==> config.mk <==
export PLATFORM = sky130hd
export DESIGN_NAME = rpa_pick
export DESIGN_NICKNAME = d
export VERILOG_FILES = /design/src/rtl/core/rpa_pkg.sv /design/src/rtl/core/rpa_pick.sv
export SDC_FILE = /design/constraint.sdc
export NUM_CORES = 1
export LEC_CHECK = 0
export ABC_CLOCK_PERIOD_IN_PS = 1600
export BUFFER_PORTS_ARGS = -buffer_cell sky130_fd_sc_hd__buf_4
export CAP_MARGIN = 20
export CORE_AREA = 2 2 39 41
export DETAILED_ROUTE_END_ITERATION = 10
export DIE_AREA = 0 0 41 43
export GPL_TIMING_DRIVEN = 0
export PLACE_DENSITY_LB_ADDON = 0.05
export SLEW_MARGIN = 20
export SYNTH_ARGS = -nofsm -noshare
export SYNTH_HDL_FRONTEND = slang
export SYNTH_SLANG_ARGS = --single-unit
==> constraint.sdc <==
create_clock -name vclk -period 1.6
set_input_delay 0.08 -clock vclk [all_inputs]
set_output_delay 0.08 -clock vclk [all_outputs]
set_load 0.1 [all_outputs]
==> src/rtl/core/rpa_pkg.sv <==
// Shared types, widths and codes of the per-requester page allocator.
package rpa_pkg;

	localparam int REQUESTERS = 8;
	localparam int REQ_W      = $clog2(REQUESTERS);
	localparam int PAGES      = 32768;
	localparam int PAGE_W     = $clog2(PAGES);
	localparam int LIMIT_W    = PAGE_W + 1;
	localparam int CFG_W      = LIMIT_W;
	localparam int LINK_W     = PAGE_W + 1;

	localparam logic OP_ALLOC = 1'b0;
	localparam logic OP_FREE  = 1'b1;

	localparam logic CFG_FIRST = 1'b0;
	localparam logic CFG_LIMIT = 1'b1;

	localparam logic [1:0] STAT_DONE  = 2'd0;
	localparam logic [1:0] STAT_EMPTY = 2'd1;
	localparam logic [1:0] STAT_RANGE = 2'd2;

	localparam logic [LIMIT_W-1:0] LIMIT_RESET = LIMIT_W'(PAGES);

	typedef enum logic {
		ST_IDLE,
		ST_POP
	} state_t;

	typedef struct packed {
		logic             found;
		logic [REQ_W-1:0] idx;
	} pick_t;

endpackage

==> src/rtl/core/rpa_pick.sv <==
// List picker: own list if it holds a page, else the lowest-numbered non-empty list.
module rpa_pick (
	input  logic [rpa_pkg::REQUESTERS-1:0] nonempty,
	input  logic [rpa_pkg::REQ_W-1:0]      own,
	output rpa_pkg::pick_t                 pick
);

	logic                      low_found;
	logic [rpa_pkg::REQ_W-1:0] low_idx;

	// own list is empty when we fall through, so the lowest set bit is another list
	always_comb begin
		low_found = 1'b0;
		low_idx   = '0;
		for (int i = rpa_pkg::REQUESTERS - 1; i >= 0; i--) begin
			if (nonempty[i]) begin
				low_found = 1'b1;
				low_idx   = rpa_pkg::REQ_W'(i);
			end
		end
	end

	always_comb begin
		if (nonempty[own]) begin
			pick.found = 1'b1;
			pick.idx   = own;
		end else begin
			pick.found = low_found;
			pick.idx   = low_idx;
		end
	end

endmodule

==> results of run 1 <==
## path summary, 6_finish.rpt
check	startpoint	endpoint	slack, ns	cells past startpoint
setup / recovery	own[1]	pick[0]	0.08	6
hold / removal	own[1]	pick[1]	0.63	3
## cell type report
cell class         count  area (µm²)
multi-input cells     22         159
inverters              1        3.75
fillers              161        1080
repair buffers        15         116
well taps             16        20.0
## stage by stage
step / hold slack [ns] / std cells / setup WS (ns) / total power (W)
global route: 0.661 / 54 / 0.0161 / 0.000152
finish: 0.629 / 54 / 0.0848 / 0.000144
global placement: 0.635 / 54 / 0.0675 / 0.000143
floorplan: 0.532 / 23 / 0.170 / 0.0000949
CTS: 0.644 / 54 / 0.0763 / 0.000143
detailed placement: 0.640 / 54 / 0.0804 / 0.000142
## layer usage
layer | share of wire, % | vias to the layer above | track usage (%)
met3 | 9.5 | 0 | 0.524
met2 | 46 | 10 | 11.9
met4 | 0 | 0 | 0
li1 | - | 120 | -
met5 | 0 | - | 0
met1 | 44 | 108 | 9.87
## power by group through the flow
stage | clock (W) | sequential (W) | combinational [W]
2_1_floorplan | 0 | 0 | 0.0000949
3_3_place_gp | 0 | 0 | 0.000143
3_5_place_dp | 0 | 0 | 0.000142
4_1_cts | 0 | 0 | 0.000143
5_1_grt | 0 | 0 | 0.000152
6_report | 0 | 0 | 0.000144
## worst min-delay path, delay by kind of cell
family / cells / cell delay (ns)
mux: 1 / 0.15
buf+inv: 2 / 0.32
## logic make-up (layout without fill, tap and decap cells)
logic type	Yosys count	in the layout	share of synthesized area, %
multiplexers	5	5	41.7
buffers and inverters	1	16	2.36
AO/OA/AOI/OAI	7	7	26.0
AND/OR/NAND/NOR	10	10	29.9
## placed cells by master, fill, tap and decap left out
cell	instances
buf_4	14
nor2_1	4
mux2_2	3
nand2_1	2
o21ai_0	2
a21oi_1	2
nor4_1	1
mux4_2	1
o21ai_2	1
a21boi_0	1
mux2i_1	1
nand3b_1	1
o311ai_1	1
nor2b_1	1
inv_1	1
nand3_1	1
buf_6	1
==> reports/results.ini, run 1 <==
[timing]
hold_violations=0
tns_ns=0
rsz0062_at_grt=false
setup_viol=0
drv_slew=0
period_needed_ns=1.52
slew_headroom_pct=69.4
max_freq_mhz=660
min_period_over_period_pct=94.7
tightest_slew_ns=0.455

[power]
internal-power_w=0.0000508
p_per_area_mw_per_mm2=480
p_sw_share_pct=64.6
p_switching_w=0.0000928
p_seq_share_pct=0
peakVddDrop_mv=0.202
leakagePower_nw=0.130
power_frac_comb_pct=100.0
clkPwrFrac_pct=0

[synthesis]
synth_common_cells=4 x nor2_1, 3 x o21ai_0, 2 x a21oi_1, 2 x mux2_1, 2 x nand2_1
synth.avg_cell_area_um2=6.91
synth_top_area_share_pct=14.2
netlist_area_um2=159
yosysUniqueCellTypes=15
ys_top_cells_by_area=mux2_1 14%, mux4_2 14%, o21ai_0 9.4%
yosys.area.top_type=mux2_1
yosys_warnings=0
seq_area_frac_synth_pct=0
post-synth-top-count-cell=nor2_1
syn-num-nets=34
syn_inst=23

[route]
first_iter_violations=1
drt_first_pass_iters=2
wl_um=587
vias=238
wl_per_cell_um=10.9
vias_per_cell=4.41
antenna_left=0
route.detailed.drc=0

[final_layout]
fin_nets=51
seq_area_um2=0
final_area_um2=299
n_antenna_cell=0
nFlopsAndLatches=0
fin_util_pct=21.6
syn2layout_area_growth_pct=88.2
nClkBuffers=0
drive_gt1_share_pct=52.6

[setup_path]
cp_max_fo=4
required_ns=1.52
critPathArrivalTime_ns=1.44
path_buf_inv=2
path_common_cell=buf_4
critPathKind=in -> out
cp_slowest_cell=mux4_2
critical_path.top_delay_family=multiplexers
path_cells=buf_4, mux4_2, nand2_1, o311ai_1, mux2_2, buf_4
max_stage_delay_ns=0.48
cp-end-kind=output pin
worstSetupStartpointType=primary input

[floorplan]
fp-row-count=14
die_w_um=41
ios=15
core_area_mm2=0.00138
fp.dieH_um=43
start_util_pct=11.5
die_area_mm2=0.00176

[global_routing]
grt_pass1_vias=237
grt.overflow.total=0
grt_first_pass_wirelength_um=910
grt_usage_pct=7.01
grt_max_degree=5
antenna_found_initial=0

[run]
cap_violations=0

[placement]
numPortBuffers=15
dp_hpwl_um=520
gp_congestion=0.700
post_dp_cell_area_um2=295

[clocking]
cts_post_setup_buffers_inserted=0
ctsHoldBuffers=0
cts_resized=0

[min_path]
hp-class=in -> out

[run_status]
outcome=complete, no violations

No activity file was read; power rests on OpenSTA's default activity.
==> run 2, diff against run 1 <==
Settings changed: CAP_MARGIN 20 to 15, CELL_PAD_IN_SITES_DETAIL_PLACEMENT from default to 0, CELL_PAD_IN_SITES_GLOBAL_PLACEMENT from default to 1.
==> reports/results.ini, run 2 (same netlist as run 1, synthesis figures left out) <==
[run_status]
outcome=complete, no violations

[placement]
place_inst=54
numPortBuffers=15
dp_hpwl_um=511
gp_congestion=0.612
dpl_worst_slack_ns=0.0558

[clocking]
ctsHoldBuffers=0

[timing]
slew_headroom_pct=69.6
tightest_slew_ns=0.452
tns_ns=0
layout_setup_ws_ns=0.105
hold_ws_ns=0.632
hold_violations=0
rsz0062_at_grt=false
period_needed_ns=1.50
drv_slew=0
max_freq_mhz=669
min_period_over_period_pct=93.5
setup_viol=0

[route]
vias_per_cell=4.15
first_iter_violations=1
wl_per_cell_um=10.6
route.detailed.drc=0
drt_first_pass_iters=2
wl_um=572
antenna_left=0
vias=224

[run]
cap_violations=0

[setup_path]
cp-end-kind=output pin
max_stage_delay_ns=0.48
cp_max_fo=4
critPathKind=in -> out
path_buf_inv=2
cp_slowest_cell=mux4_2
worstSetupStartpointType=primary input
critPathArrivalTime_ns=1.42
required_ns=1.52
critical_path.top_delay_family=multiplexers
path_cells=buf_4, mux4_2, nand2_1, o311ai_1, mux2_2, buf_6

[floorplan]
start_util_pct=11.5
fp.dieH_um=43
core_area_mm2=0.00138
fp-row-count=14
die_w_um=41
die_area_mm2=0.00176
ios=15

[global_routing]
grt_max_degree=5
grt_usage_pct=7.01
grt_pass1_vias=204
antenna_found_initial=0
grt_first_pass_wirelength_um=917
grt.overflow.total=0

[final_layout]
fin_cells=54
final_cell_mix=13 x buf_4, 4 x nor2_1, 3 x mux2_2
syn2layout_area_growth_pct=90.6
fin_nets=51
seq_area_um2=0
drive_gt1_share_pct=52.6
n_antenna_cell=0
final_common_cell=buf_4
nFlopsAndLatches=0
nClkBuffers=0

[power]
internal-power_w=0.0000529
total_power_w=0.000146
clkPwrFrac_pct=0
p_switching_w=0.0000929
leakagePower_nw=0.131
peakVddDrop_mv=0.132
p_sw_share_pct=63.7
power_frac_comb_pct=100.0
p_per_area_mw_per_mm2=481
p_seq_share_pct=0

[min_path]
hp-class=in -> out

==> run 2: path summary, 6_finish.rpt <==
check | endpoint | startpoint | cells past startpoint | slack (ns)
max | pick[1] | own[1] | 6 | 0.10
min | pick[1] | own[1] | 3 | 0.63
==> run 2: layout make-up <==
class                      count  area (µm²)
tap                           16        20.0
inverter                       1        3.75
timing repair buffer          15         120
fill                         166        1080
multi-input combinational     22         159
==> run 2: what timing repair did <==
action | in CTS | in global routing
endpoints found under the setup margin | 0 | 2
gates resized for setup | 0 | 2
buffers inserted | 0 | 0
==> run 2: power by group through the flow <==
stage	combinational (W)	clock [W]	sequential, W
floorplan	0.0000949	0	0
finish	0.000146	0	0
detailed placement	0.000142	0	0
global placement	0.000142	0	0
global route	0.000154	0	0
CTS	0.000143	0	0
==> run 2: stage by stage <==
stage / cell area (µm²) / utilization, %
2_1_floorplan: 163 / -
3_3_place_gp: 295 / 21.3
3_5_place_dp: 295 / 21.3
4_1_cts: 295 / 21.3
5_1_grt: 303 / 21.9
6_report: 303 / 21.9
==> run 2: routing by layer <==
metal	up-vias	GRT usage, %	part of all wire [%]
li1	118	-	-
met1	99	11.1	46
met2	7	10.9	47
met3	0	0	6.1
met4	0	0	0
met5	-	0	0
